<file path="config.mk">
export PLATFORM = sky130hd
export DESIGN_NAME = uvc_fifo
export DESIGN_NICKNAME = d
export VERILOG_FILES = /design/src/rtl/uvc_pkg.sv /design/src/rtl/uvc_fifo.sv
export SDC_FILE = /design/constraint.sdc
export NUM_CORES = 1
export LEC_CHECK = 0
export ABC_AREA = 1
export BUFFER_PORTS_ARGS = -buffer_cell sky130_fd_sc_hd__buf_2
export CORE_ASPECT_RATIO = 1.4
export CORE_MARGIN = 1.5
export CORE_UTILIZATION = 35
export CTS_BUF_LIST = sky130_fd_sc_hd__clkbuf_2 sky130_fd_sc_hd__clkbuf_4 sky130_fd_sc_hd__clkbuf_8
export DETAILED_ROUTE_END_ITERATION = 12
export GPL_TIMING_DRIVEN = 0
export PLACE_DENSITY = 0.57
export SYNTH_ARGS = -nofsm -noshare
export SYNTH_HDL_FRONTEND = slang
export SYNTH_SLANG_ARGS = --single-unit
</file>
<file path="constraint.sdc">
create_clock -name clk -period 8.6 [get_ports clk]
set_input_delay 1.72 -clock clk [delete_from_list [all_inputs] [get_ports clk]]
set_output_delay 1.72 -clock clk [all_outputs]
set_load 0.02 [all_outputs]
</file>
<file path="src/rtl/uvc_pkg.sv">
package uvc_pkg;

	localparam int FRACTION_BITS = 16;
	localparam int CORDIC_STEPS  = 16;
	localparam int EX_W          = 38;
	localparam int Z_W           = 20;
	localparam int XY_W          = 34;
	localparam int CS_W          = 18;
	localparam int PR_W          = 56;
	localparam int V_W           = 45;
	localparam int GP_W          = 58;
	localparam int FIFO_DEPTH    = 4;
	localparam int FIFO_AW       = $clog2(FIFO_DEPTH);

	localparam logic signed [Z_W-1:0]  ANG_PI      = Z_W'(205887);
	localparam logic signed [Z_W-1:0]  ANG_HALF_PI = Z_W'(102944);
	localparam logic signed [XY_W-1:0] CORDIC_GAIN = XY_W'(652032874);

	localparam logic [2:0] REG_GRID_SHIFT  = 3'd0;
	localparam logic [2:0] REG_SCALE_RECIP = 3'd1;
	localparam logic [2:0] REG_GAIN        = 3'd2;
	localparam logic [2:0] REG_MAX_LINEAR  = 3'd3;
	localparam logic [2:0] REG_MAX_ANGULAR = 3'd4;

	typedef struct packed {
		logic [11:0] grid_shift;
		logic [23:0] grid_scale_recip;
		logic [23:0] gain;
		logic [30:0] max_linear;
		logic [30:0] max_angular;
	} uvc_cfg_t;

	typedef struct packed {
		logic [2:0]             vehicle_id;
		logic signed [EX_W-1:0] ex;
		logic signed [EX_W-1:0] ey;
		logic signed [Z_W-1:0]  z;
		logic                   neg;
	} uvc_work_t;

	// arctangent of 2^-i in Q16 radians
	function automatic logic signed [Z_W-1:0] atan_q16(input int i);
		case (i)
			0:       atan_q16 = Z_W'(51472);
			1:       atan_q16 = Z_W'(30385);
			2:       atan_q16 = Z_W'(16055);
			3:       atan_q16 = Z_W'(8150);
			4:       atan_q16 = Z_W'(4091);
			5:       atan_q16 = Z_W'(2047);
			6:       atan_q16 = Z_W'(1024);
			7:       atan_q16 = Z_W'(512);
			8:       atan_q16 = Z_W'(256);
			9:       atan_q16 = Z_W'(128);
			10:      atan_q16 = Z_W'(64);
			11:      atan_q16 = Z_W'(32);
			12:      atan_q16 = Z_W'(16);
			13:      atan_q16 = Z_W'(8);
			14:      atan_q16 = Z_W'(4);
			15:      atan_q16 = Z_W'(2);
			default: atan_q16 = '0;
		endcase
	endfunction

endpackage

</file>
<file path="src/rtl/uvc_fifo.sv">
module uvc_fifo import uvc_pkg::*; (
	input  logic      clk,
	input  logic      arst_n,
	input  logic      push,
	input  uvc_work_t push_data,
	output logic      full,
	input  logic      pop,
	output uvc_work_t pop_data,
	output logic      empty
);

	uvc_work_t          mem [FIFO_DEPTH];
	logic [FIFO_AW-1:0] wr_ptr_q, rd_ptr_q;
	logic [FIFO_AW:0]   count_q;

	assign full     = (count_q == (FIFO_AW+1)'(FIFO_DEPTH));
	assign empty    = (count_q == '0);
	assign pop_data = mem[rd_ptr_q];

	// advance pointers and track fill
	always_ff @(posedge clk or negedge arst_n) begin
		if (!arst_n) begin
			wr_ptr_q <= '0;
			rd_ptr_q <= '0;
			count_q  <= '0;
		end else begin
			if (push)
				wr_ptr_q <= wr_ptr_q + 1'b1;
			if (pop)
				rd_ptr_q <= rd_ptr_q + 1'b1;
			if (push && !pop)
				count_q <= count_q + 1'b1;
			else if (pop && !push)
				count_q <= count_q - 1'b1;
		end
	end

	always_ff @(posedge clk) begin
		if (push)
			mem[wr_ptr_q] <= push_data;
	end

endmodule

</file>
# After elaboration in Yosys (flattened, before gate mapping)
# Memories as Yosys holds them, arrays and structs flattened.
# Cells that the tools add are included.
# Widths: inputs -> output; s select.
# classes
n_eq_ne	1
shifts	0
n_bitwise	0
n_addsub	4
n_mux	4
mul	0
magnitude_cmp	0
reduce_logical	6
div	0
# ops
cell	n
$mux 3	2
$add 2x1->2 const B	2
$add 3x1->3 const B	1
$eq 3x3->1 const B	1
$logic_not 3->1	1
$sub 3x1->3 const B	1
$logic_and 1x1->1	2
$logic_not 1->1	2
$mux 1	2
$reduce_bool 2->1	1
# word_totals
out_inout_bits	102
mem_bits_rw	400
rom_bits	0
regBits	7
n_memories	1
word_cells	19
latch_bits	0
# mem_list
name	depth	width	read_ports	rd_ports_with_merged_regs	wr	line	rtl
mem	4	100	1	0	1	uvc_fifo.sv:12	uvc_work_t mem [FIFO_DEPTH];

# Logic depth before layout (Yosys ltp)
# logic_depth
depth_word	4
ltp_mapped	9
depth_no_buf	9

# Worst setup path before layout
# Ideal clock, no wire load.
# synth_timing
path_type	input port to flip-flop
startpoint	input push
endpoint	memory mem[0][0] (netlist bit), enable pin
t_arrival_ns	3.954
path_slack_ns	4.192
cell_stages	3
path_buffers	1
required_time_ns	8.146
cell_sequence	clkbuf_1 -> nand2_1 -> inv_1
# synth_between
elab_chain_len	2
# synth_lines
element	line	rtl
from (decl)	uvc_fifo.sv:4	input logic push,
$mux 1	uvc_fifo.sv:39	if (push)
$mux 1 (implied by the code)	uvc_fifo.sv:40	mem[wr_ptr_q] <= push_data;
to (decl)	uvc_fifo.sv:12	
# Every way passes these cells.

==> impl_metrics.py <==
metrics = {
    "sta": {
        "hold_violations": 0,
        "min_period_ns": 3.969,
        "setup_tns_ns": 0,
        "finalCritPeriodShare_pct": 46.15,
        "finClkSkew_ns": 0.01210,
        "grt_setup_unrepaired": "false",
        "maxSlewHeadroom_pct": 56.09,
        "fmax_mhz": 251.9,
        "worst_slew_pin_slew_ns": 0.6587,
        "final-setup-viol-count": 0,
        "drv_slew": 0,
    },
    "yosys": {
        "ys_ff_latch": 407,
        "syn-instance-count": 1215,
        "yosys_warnings": 0,
        "synth_area_leaders": "edfxtp_1, o211ai_1, nand2_1, inv_1, buf_6",
        "ys_types": 17,
        "avgSynthCellArea_um2": 13.51,
        "synthTopCellsByCount": "edfxtp_1, nand2_1, inv_1, o211ai_1, buf_6",
        "yosys.area.top_type": "edfxtp_1",
        "synth_flop_cell": "edfxtp_1",
        "syn_area_mm2": 0.01641,
        "synth_seq_area_share_pct": 74.24,
        "async_flop_share_pct": 1.720,
        "post-synth-top-count-cell": "edfxtp_1",
        "yosysTopAreaCellShare_pct": 73.18,
        "syn_nets": 1325,
        "synth_edf_count": 400,
    },
    "cts": {
        "h-tree-depth": 2,
        "cts_hold_buf": 0,
        "post_cts_buffers": 0,
        "cts_tree": "done",
        "clk_path_buf_depth": 3,
        "clk_pin_slew_ns": 0.06,
        "cts_resized": 0,
        "clock-sinks": 407,
        "cts_buffers": 61,
        "clock_latency_ns": 0.62,
        "root_buffer": "clkbuf_8",
    },
    "critical_path": {
        "crit_chain": "inv_1, buf_2, buf_2, o211ai_1, nand2_1, buf_2",
        "critPathKind": "flip-flop to output pin",
        "worstPathRequired_ns": 6.88,
        "rr_startpoint": "wr_ptr_q[1]$_DFFE_PN0P_",
        "r2r_slack_ns": 6.62,
        "cp-end-kind": "output pin",
        "cp_slowest_cell": "dfrtp_1",
        "cp_max_fo": 10,
        "slowest_delay_ns": 0.38,
        "crit_family": "buffers and inverters",
        "critPathLaunch": "rd_ptr_q[1]$_DFFE_PN0P_",
        "critPathBufInv": 4,
        "worstPathArrival_ns": 2.25,
        "rr_worst_depth": 5,
        "timing.rr.end": "mem[1][7]$_DFFE_PP_",
        "crit_top_cell": "buf_2",
        "critPathLaunchType": "flip-flop",
    },
    "power": {
        "leakagePower_nw": 7.906,
        "swShare_pct": 38.65,
        "ir_worst_vdd_uv": 189.8,
        "clockPowerShare_pct": 22.6,
        "p_per_area_mw_per_mm2": 366.1,
        "p_switching_mw": 2.776,
        "comb_power_share_pct": 40.1,
        "p_int_mw": 4.408,
        "p_seq_share_pct": 37.2,
    },
    "place": {
        "hpwlAfterDp_mm": 24.28,
        "port_buffers": 205,
        "dpl-instance-area_mm2": 0.01834,
        "gp_congestion": 0.7030,
    },
    "drt": {
        "ant_nets": 0,
        "wirelength_mm": 39.82,
        "first_pass_iters": 5,
        "avgRoutedWirePerCell_um": 18.48,
        "drc": 0,
        "vias": 9976,
        "viasPerCell": 4.629,
        "drt_iter0_markers": 508,
    },
    "worst_hold_path": {
        "worstHoldPathCells": 2,
        "min_to": "count_q[2]$_DFFE_PN0P_",
        "min_from": "count_q[2]$_DFFE_PN0P_",
        "hold_class": "flip-flop to flip-flop",
    },
    "grt": {
        "grt_pass1_wl_mm": 59.74,
        "track_usage_pct": 16.68,
        "grt_pass1_vias": 10260,
        "grt_max_degree": 63,
        "grt_overflow_total": 0,
        "antenna_found_initial": 9,
    },
    "finish": {
        "fin_nets": 1597,
        "fin_area_mm2": 0.01963,
        "fillers": 4303,
        "drive_gt1_share_pct": 24.77,
        "area_delta_synth_final_pct": 19.56,
    },
    "die": {
        "row_count": 93,
        "dieArea_mm2": 0.04823,
        "die_x_um": 186.0,
        "initial_core_util_pct": 35.53,
        "die_h_um": 259.2,
        "ioPinCount": 206,
        "coreArea_mm2": 0.04620,
    },
    "flow_run": {
        "maxCapViolations": 0,
    },
    "status": {
        "status": "completed",
    },
}
[logic make-up (layout without fill, tap and decap cells)]
| logic type | count (synthesis) | count (layout) | share of synthesized area, % |
|---|---|---|---|
| AOI/OAI and AO/OA | 201 | 201 | 9.208 |
| DFF | 407 | 407 | 74.24 |
| adders and majority gates | 6 | 6 | 0.5031 |
| and+or+nand+nor | 317 | 317 | 7.287 |
| xor gates and xnor gates | 4 | 4 | 0.2135 |
| buffers and inverters | 280 | 599 | 8.545 |
| other | 0 | 4 | 0 |
[through the flow]
step | hold slack, ns | instances | power (mW) | setup WS [ns] | utilization, %
after detailed placement | 0.4994 | 2041 | 5.677 | 5.071 | 39.71
after floorplan | 0.4634 | 1215 | 4.567 | 4.192 | -
final | 0.5100 | 2155 | 7.184 | 4.631 | 42.48
after global routing | 0.5469 | 2154 | 7.627 | 4.445 | 42.48
after global placement | 0.4965 | 2037 | 5.679 | 2.087 | 39.42
after CTS | 0.5147 | 2151 | 7.320 | 4.523 | 42.46
[power by group through the flow]
stage          logic [mW]  registers, mW  clock network [mW]
6_report             2.88           2.67                1.63
3_3_place_gp         2.90           2.78                   0
3_5_place_dp         2.96           2.72                   0
5_1_grt              3.17           2.70                1.75
4_1_cts              2.97           2.68                1.67
2_1_floorplan        1.84           2.73                   0
[final cells by class]
cell class              count  area, µm²  share of cell area, %
flip-flops and latches    407      12190                  62.10
multi-input cells         528       2825                  14.40
repair buffers            209       1136                  5.789
diodes                      4      10.01                0.05100
clock inverters            20      165.2                 0.8416
plain buffers              68      606.8                  3.092
clock buffers              90       1107                  5.642
well taps                 617      772.0                  3.934
inverters                 212      815.8                  4.157
[cells in the final DEF (no fill, tap or decap), drive strengths merged]
cell      Yosys  routed
o21ai         1       1
nor3          2       2
edfxtp      400     400
clkinv        0      16
xnor2         1       1
nand4         1       1
xor2          3       3
inv         212     212
clkinvlp      0       1
nand3         1       1
clkbuf        2      92
fa            1       1
diode         0       4
dfrtp         7       7
ha            5       5
o211ai      200     200
buf          66     275
nand2       313     313
bufinv        0       3
[worst reg2reg max path: stages, from the launching register on]
cell	delay [ns]
dfrtp_1	0.40
inv_1	0.10
ha_1	0.15
nand2_1	0.11
inv_6	0.42
buf_16	0.38
[worst max path at each step]
stage,cells past startpoint,slack [ns],end
after floorplan,3,4.19,mem[0][0]$_DFFE_PP_
after global placement,4,2.09,mem[1][18]$_DFFE_PP_
after detailed placement,5,5.07,mem[1][20]$_DFFE_PP_
after CTS,6,4.52,pop_data[6]
after global routing,6,4.45,pop_data[52]
final,6,4.63,pop_data[6]
[registers in the layout, summed over array words and instances (netlist names)]
register and flops:
rd_ptr_q 2, count_q 3, wr_ptr_q 2, mem 400
[layer usage]
| metal | global-route usage [%] | up-vias | routed length, µm |
|---|---|---|---|
| li1 | - | 4789 | - |
| met1 | 19.47 | 4852 | 15760 |
| met2 | 29.82 | 256 | 20600 |
| met3 | 3.858 | 71 | 2385 |
| met4 | 5.690 | 8 | 1025 |
| met5 | 0 | - | 48 |
(Power assumes the default switching activity.)
