--- config.mk ---
export PLATFORM = sky130hd
export DESIGN_NAME = uvc_front_flat
export DESIGN_NICKNAME = d
export VERILOG_FILES = /design/src/rtl/uvc_pkg.sv /design/src/rtl/uvc_in_if.sv /design/src/rtl/uvc_front.sv /design/src/flat_wrapper.sv
export SDC_FILE = /design/constraint.sdc
export NUM_CORES = 2
export LEC_CHECK = 0
export ABC_AREA = 1
export CORE_MARGIN = 1.5
export CORE_UTILIZATION = 30
export CTS_BUF_LIST = sky130_fd_sc_hd__clkbuf_8
export CTS_CLUSTER_SIZE = 20
export DETAILED_ROUTE_END_ITERATION = 10
export DONT_BUFFER_PORTS = 1
export SETUP_SLACK_MARGIN = 0.15
export SLEW_MARGIN = 20
export SYNTH_ARGS = -nofsm -noshare
export SYNTH_HDL_FRONTEND = slang
export SYNTH_SLANG_ARGS = --single-unit
--- constraint.sdc ---
create_clock -name clk -period 11.49 [get_ports clk]
set_input_delay 1.149 -clock clk [delete_from_list [all_inputs] [get_ports clk]]
set_output_delay 1.149 -clock clk [all_outputs]
set_load 0.01 [all_outputs]
--- src/rtl/uvc_pkg.sv ---
package uvc_pkg;

	localparam int FRACTION_BITS = 16;
	localparam int CORDIC_STEPS  = 16;
	localparam int EX_W          = 38;
	localparam int Z_W           = 20;
	localparam int XY_W          = 34;
	localparam int CS_W          = 18;
	localparam int PR_W          = 56;
	localparam int V_W           = 45;
	localparam int GP_W          = 58;
	localparam int FIFO_DEPTH    = 4;
	localparam int FIFO_AW       = $clog2(FIFO_DEPTH);

	localparam logic signed [Z_W-1:0]  ANG_PI      = Z_W'(205887);
	localparam logic signed [Z_W-1:0]  ANG_HALF_PI = Z_W'(102944);
	localparam logic signed [XY_W-1:0] CORDIC_GAIN = XY_W'(652032874);

	localparam logic [2:0] REG_GRID_SHIFT  = 3'd0;
	localparam logic [2:0] REG_SCALE_RECIP = 3'd1;
	localparam logic [2:0] REG_GAIN        = 3'd2;
	localparam logic [2:0] REG_MAX_LINEAR  = 3'd3;
	localparam logic [2:0] REG_MAX_ANGULAR = 3'd4;

	typedef struct packed {
		logic [11:0] grid_shift;
		logic [23:0] grid_scale_recip;
		logic [23:0] gain;
		logic [30:0] max_linear;
		logic [30:0] max_angular;
	} uvc_cfg_t;

	typedef struct packed {
		logic [2:0]             vehicle_id;
		logic signed [EX_W-1:0] ex;
		logic signed [EX_W-1:0] ey;
		logic signed [Z_W-1:0]  z;
		logic                   neg;
	} uvc_work_t;

	// arctangent of 2^-i in Q16 radians
	function automatic logic signed [Z_W-1:0] atan_q16(input int i);
		case (i)
			0:       atan_q16 = Z_W'(51472);
			1:       atan_q16 = Z_W'(30385);
			2:       atan_q16 = Z_W'(16055);
			3:       atan_q16 = Z_W'(8150);
			4:       atan_q16 = Z_W'(4091);
			5:       atan_q16 = Z_W'(2047);
			6:       atan_q16 = Z_W'(1024);
			7:       atan_q16 = Z_W'(512);
			8:       atan_q16 = Z_W'(256);
			9:       atan_q16 = Z_W'(128);
			10:      atan_q16 = Z_W'(64);
			11:      atan_q16 = Z_W'(32);
			12:      atan_q16 = Z_W'(16);
			13:      atan_q16 = Z_W'(8);
			14:      atan_q16 = Z_W'(4);
			15:      atan_q16 = Z_W'(2);
			default: atan_q16 = '0;
		endcase
	endfunction

endpackage

--- src/rtl/uvc_in_if.sv ---
interface uvc_in_if;
	logic               valid;
	logic               ready;
	logic [2:0]         vehicle_id;
	logic [11:0]        target_x;
	logic [11:0]        target_y;
	logic signed [31:0] pos_x;
	logic signed [31:0] pos_y;
	logic signed [15:0] heading;

	modport source (output valid, vehicle_id, target_x, target_y, pos_x, pos_y, heading,
		input ready);
	modport sink (input valid, vehicle_id, target_x, target_y, pos_x, pos_y, heading,
		output ready);
endinterface

--- src/rtl/uvc_front.sv ---
module uvc_front import uvc_pkg::*; (
	input  logic      clk,
	input  logic      arst_n,
	uvc_in_if.sink    in_ch,
	input  uvc_cfg_t  cfg,
	output uvc_work_t push_data,
	output logic      push,
	input  logic      full
);

	logic                   en;
	logic                   vld_s1, vld_s2;
	logic [2:0]             id_s1;
	logic signed [12:0]     tx_s1, ty_s1;
	logic signed [31:0]     px_s1, py_s1;
	logic signed [Z_W-1:0]  z_s1;
	logic                   neg_s1;
	uvc_work_t              work_s2;

	logic signed [Z_W-1:0]  hd8;
	logic signed [Z_W-1:0]  z_fold;
	logic                   neg_fold;
	logic signed [EX_W-1:0] prod_x, prod_y;

	assign en          = !vld_s2 || !full;
	assign in_ch.ready = en;
	assign push        = vld_s2 && !full;
	assign push_data   = work_s2;

	// fold heading by pi into the CORDIC range
	always_comb begin
		hd8      = {{(Z_W-19){in_ch.heading[15]}}, in_ch.heading, 3'b000};
		z_fold   = hd8;
		neg_fold = 1'b0;
		if (hd8 > ANG_HALF_PI) begin
			z_fold   = hd8 - ANG_PI;
			neg_fold = 1'b1;
		end else if (hd8 < -ANG_HALF_PI) begin
			z_fold   = hd8 + ANG_PI;
			neg_fold = 1'b1;
		end
	end

	// scale waypoint to world units
	assign prod_x = tx_s1 * $signed({1'b0, cfg.grid_scale_recip});
	assign prod_y = ty_s1 * $signed({1'b0, cfg.grid_scale_recip});

	always_ff @(posedge clk or negedge arst_n) begin
		if (!arst_n) begin
			vld_s1 <= 1'b0;
			vld_s2 <= 1'b0;
		end else if (en) begin
			vld_s1 <= in_ch.valid;
			vld_s2 <= vld_s1;
		end
	end

	always_ff @(posedge clk) begin
		if (en) begin
			id_s1              <= in_ch.vehicle_id;
			tx_s1              <= $signed({1'b0, in_ch.target_x}) - $signed({1'b0, cfg.grid_shift});
			ty_s1              <= $signed({1'b0, in_ch.target_y}) - $signed({1'b0, cfg.grid_shift});
			px_s1              <= in_ch.pos_x;
			py_s1              <= in_ch.pos_y;
			z_s1               <= z_fold;
			neg_s1             <= neg_fold;
			work_s2.vehicle_id <= id_s1;
			work_s2.ex         <= prod_x - EX_W'(px_s1);
			work_s2.ey         <= prod_y - EX_W'(py_s1);
			work_s2.z          <= z_s1;
			work_s2.neg        <= neg_s1;
		end
	end

endmodule

--- src/flat_wrapper.sv ---
// flat-port wrapper written by rule: the top's interface ports become plain ports
module uvc_front_flat import uvc_pkg::*;
  (clk, arst_n, cfg, push_data, push, full, in_ch_valid, in_ch_vehicle_id, in_ch_target_x, in_ch_target_y, in_ch_pos_x, in_ch_pos_y, in_ch_heading, in_ch_ready);
  uvc_in_if in_ch_i ();
  input  logic clk;
  input  logic arst_n;
  input  uvc_cfg_t cfg;
  output uvc_work_t push_data;
  output logic push;
  input  logic full;
  input wire logic [$bits(in_ch_i.valid)-1:0] in_ch_valid;
  input wire logic [$bits(in_ch_i.vehicle_id)-1:0] in_ch_vehicle_id;
  input wire logic [$bits(in_ch_i.target_x)-1:0] in_ch_target_x;
  input wire logic [$bits(in_ch_i.target_y)-1:0] in_ch_target_y;
  input wire logic [$bits(in_ch_i.pos_x)-1:0] in_ch_pos_x;
  input wire logic [$bits(in_ch_i.pos_y)-1:0] in_ch_pos_y;
  input wire logic [$bits(in_ch_i.heading)-1:0] in_ch_heading;
  output wire logic [$bits(in_ch_i.ready)-1:0] in_ch_ready;
  assign in_ch_i.valid = in_ch_valid;
  assign in_ch_i.vehicle_id = in_ch_vehicle_id;
  assign in_ch_i.target_x = in_ch_target_x;
  assign in_ch_i.target_y = in_ch_target_y;
  assign in_ch_i.pos_x = in_ch_pos_x;
  assign in_ch_i.pos_y = in_ch_pos_y;
  assign in_ch_i.heading = in_ch_heading;
  assign in_ch_ready = in_ch_i.ready;
  uvc_front u_core (.clk(clk), .arst_n(arst_n), .in_ch(in_ch_i), .cfg(cfg), .push_data(push_data), .push(push), .full(full));
endmodule
# == Yosys cells after proc, flatten, opt, wreduce, memory -nomap -nowiden ==
# Cells that the tools add are included.
# classes
add_sub_neg,6
mul,2
order_cmp,2
n_mux,3
n_reduce_logical,4
# op_table
op,count
multiplier 13 x 25 -> 38 bit,2
subtractor 38 x 32 -> 38 bit,2
2-to-1 mux 20 bit,2
subtractor 12 x 12 -> 13 bit,2
"adder 19 x 19 -> 20 bit, second input constant",1
"subtractor 19 x 19 -> 20 bit, second input constant",1
"> comparator 19 x 18 -> 1 bit, second input constant",1
"< comparator 19 x 18 -> 1 bit, second input constant",1
zero test 1 bit,2
logical AND 1 bit,1
logical OR 1 bit,1
2-to-1 mux 1 bit,1
# totals
ff_bits,216
input_bits,233
out_inout_bits,102
word_cells,31

# == Longest topological paths before layout ==
# depth
word_depth,3
ltp_mapped,27

# == Worst setup path after synthesis ==
# OpenSTA, ideal clock, no wires.
# synth_timing
path_type,input -> output
from,input port full
to,output port in_ch_ready
arrival_ns,5.668
path_slack_ns,4.673
cell_stages,1
cell_sequence,nand2_1
# synth_via
elab_chain_cells,2
# synth_rtl
item,line,text
start: declaration,flat_wrapper.sv:10,input logic full;
zero test 1 bit,uvc_front.sv:25,assign en = !vld_s2 || !full;
logical OR 1 bit,uvc_front.sv:25,
end: declaration,flat_wrapper.sv:18,output wire logic [$bits(in_ch_i.ready)-1:0] in_ch_ready;
# Every way passes these cells.

# == Worst setup path in the final report ==
# layout_timing
from,register u_core.tx_s1[12]
to,register u_core.work_s2 (netlist bit u_core.push_data[96]) (data pin)
# layout_via
elab_chain_cells,2
# layout_rtl
item,line,text
start: declaration,uvc_front.sv:14,"logic signed [12:0] tx_s1, ty_s1;"
start signal: assignment,uvc_front.sv:61,"tx_s1 <= $signed({1'b0, in_ch.target_x}) - $signed({1'b0, cfg.grid_shift});"
multiplier 13 x 25 -> 38 bit,uvc_front.sv:45,"assign prod_x = tx_s1 * $signed({1'b0, cfg.grid_scale_recip});"
subtractor 38 x 32 -> 38 bit,uvc_front.sv:68,work_s2.ex <= prod_x - EX_W'(px_s1);
end: declaration,uvc_front.sv:18,uvc_work_t work_s2;
# Every way passes these cells.
# A chain may end at the register's enable or synchronous reset.

==> results.toml <==
[timing]
final.setup_skew_ns = 0.05023
finalCritPeriodShare_pct = 54.90
min_period_ns = 6.309
hold_ws_ns = 0.2142
drv_slew = 0
rsz0062_at_grt = "no"
final-setup-viol-count = 0
max_freq_mhz = 158.5
fin_setup_tns_ns = 0
setup_ws_ns = 5.181
worst_slew_pin_slew_ns = 1.175
slew_headroom_pct = 21.64
hold_viol = 0

[floorplanning]
initial_core_util_pct = 30.35
fp.dieW_um = 335.3
top_level_ports = 335
num_rows = 121
core_area_sq_um = 109200
dieArea_sq_um = 112400
chipHeight_um = 335.3

[worst_setup_path]
rr_startpoint = "u_core.tx_s1[12]"
cp_slowest_cell = "fa_1"
rr_endpoint = "u_core.push_data[96]"
start_kind = "flip-flop"
r2r_cells = 21
required_ns = 11.87
crit_fanout = 17
critPathMostFrequentCell = "fa_1"
path_buf_inv = 5
cp_slowest_stage_delay_ns = 0.68
crit_family = "adder cells"
end_kind = "flip-flop"
worstPathCellList = "inv_1 > fa_1 > inv_1 > fa_1 > fa_1 > fa_1 > fa_1 > inv_1 > fa_1 > inv_1 > ha_1 > nand2_2 > inv_1 > a21oi_1 > nand3_2 > nand2_1 > nand2_2 > nand2_1 > nand2_1 > nand2_1 > nand2_1"
worstPathArrival_ns = 6.69
rrSetupSlack_ns = 5.18
worstSetupPathType = "reg -> reg"

[logic_synthesis]
synthFlopType = "edfxtp_1"
syn_avg_cell_area_sq_um = 8.240
yosys_warnings = 0
ys_types = 39
yosysSeqAreaShare_pct = 19.19
ys_ff_latch = 212
syn-num-nets = 5087
synth_top_area_share_pct = 33.60
netlist_top_cells_count = "inv_1, nand2_1, fa_1"
synth_enable_flop_cells = 210
synth_area_sq_um = 33130
netlist_instances = 4020
async_flop_share_pct = 0.9434
synth_area_leader_cell = "fa_1"
synth_area_leaders = "fa_1, edfxtp_1, inv_1"
yosysMostFrequentCell = "inv_1"

[detailed_routing]
via_per_inst = 4.370
finalWirelength_mm = 87.88
first_pass_iters = 8
wl_per_cell_um = 16.14
drtIter0Drc = 1100
antenna_left = 0
drc_errors = 0
vias = 23792

[cts]
clk_pin_slew_ns = 0.06
cts_setup_buffers = 0
htree_levels = 2
cts_root_buf = "clkbuf_8"
post_cts_resize_count = 0
cts_sinks = 212
hold_buffers = 0
clock_latency_ns = 0.65
cts_tree = "built"
cts_buffers = 41
clockBufferDepth = 3

[min_path]
hp-class = "in -> async"

[placed_design]
port_buffers = 0
gp_congestion = 0.8542
dp_slack_ns = 5.146
hpwl_mm = 70.11

[layout]
fin_nets = 5003
final_layout_size_suffix_gt1_share_pct = 2.849
areaGrowthSynthToFinish_pct = 6.689

[global_route]
grt_first_pass_wirelength_mm = 140.1
grtUsageTotal_pct = 16.05
grt_max_degree = 56
grt_pass1_vias = 25272
antenna_found_initial = 10
grt.overflow.total = 0

[outcome]
outcome = "finished clean"

[job]
maxCapViolCount = 0
==> metal layers <==
metal / share of wire (%) / vias up / GRT usage (%)
met5: 0.047 / - / 0
met4: 2.0 / 6 / 3.466
met3: 6.8 / 107 / 3.881
met2: 50 / 566 / 28.23
met1: 42 / 11642 / 19.78
li1: - / 11471 / -
==> cell usage in the layout, fill, tap and decap left out, types with 3 or more instances in the layout <==
cell	n
xor2_1	53
inv_1	1180
buf_4	11
a21oi_1	100
clkinvlp_4	3
o21ai_1	8
clkinv_1	7
o21ai_0	58
xnor2_1	18
nand4_1	11
nand2_2	17
nand3_1	82
nor2_1	163
clkbuf_8	45
nand3_2	3
o21bai_1	7
nand2_1	1090
bufinv_16	4
o21ai_2	7
fa_1	556
nor2_2	3
nor3_1	19
nor4_1	3
edfxtp_1	210
ha_1	278
clkinv_2	4
inv_2	7
==> logic make-up after synthesis <==
logic type / count (synthesis) / share of synthesized area [%]
AND/OR/NAND/NOR: 1397 / 16.61
AO/OA/AOI/OAI: 188 / 3.029
adder cells (fa/ha/maj): 834 / 44.10
XOR/XNOR: 71 / 1.877
flip-flops: 212 / 19.19
buffers and inverters: 1318 / 15.20
==> how the worst max path moves through the flow <==
stage	from	to	slack (ns)	cells past startpoint
6_report	u_core.tx_s1[12]	u_core.push_data[96]	5.18	21
5_1_grt	u_core.ty_s1[12]	u_core.push_data[54]	4.83	20
4_1_cts	u_core.tx_s1[12]	u_core.push_data[96]	5.13	21
3_5_place_dp	u_core.ty_s1[12]	u_core.push_data[53]	5.15	18
3_3_place_gp	u_core.tx_s1[12]	u_core.push_data[96]	5.15	21
2_1_floorplan	full	in_ch_ready	4.67	1
==> sequential cells by signal, summed over array words and instances (netlist names) <==
register and count:
u_core.py_s1 32, u_core.push_data 98, u_core.z_s1 19, u_core.tx_s1 13
u_core.id_s1 3, u_core.ty_s1 13, u_core.vld_s2 1, u_core.px_s1 32
u_core.vld_s1 1
==> metrics by stage <==
step                instances  utilization, %  cell area [sq um]
floorplan                4020               -              33130
global placement         5368           31.57              34460
detailed placement       5368           31.57              34460
CTS                      5442           32.36              35320
global route             5445           32.38              35340
finish                   5445           32.38              35340
==> area by class of cell <==
type,instances,area [sq um]
antenna,2,5.005
clock buffer,45,619.3
clock inverter,29,239.0
fill,11467,73810
inverter,1179,4434
multi-input combinational,2490,21740
sequential,212,6356
tap,1476,1847
timing repair buffer,12,97.59
Power is not shown: default switching activity piles up to over one toggle a cycle in this logic, so the estimate is an artifact.
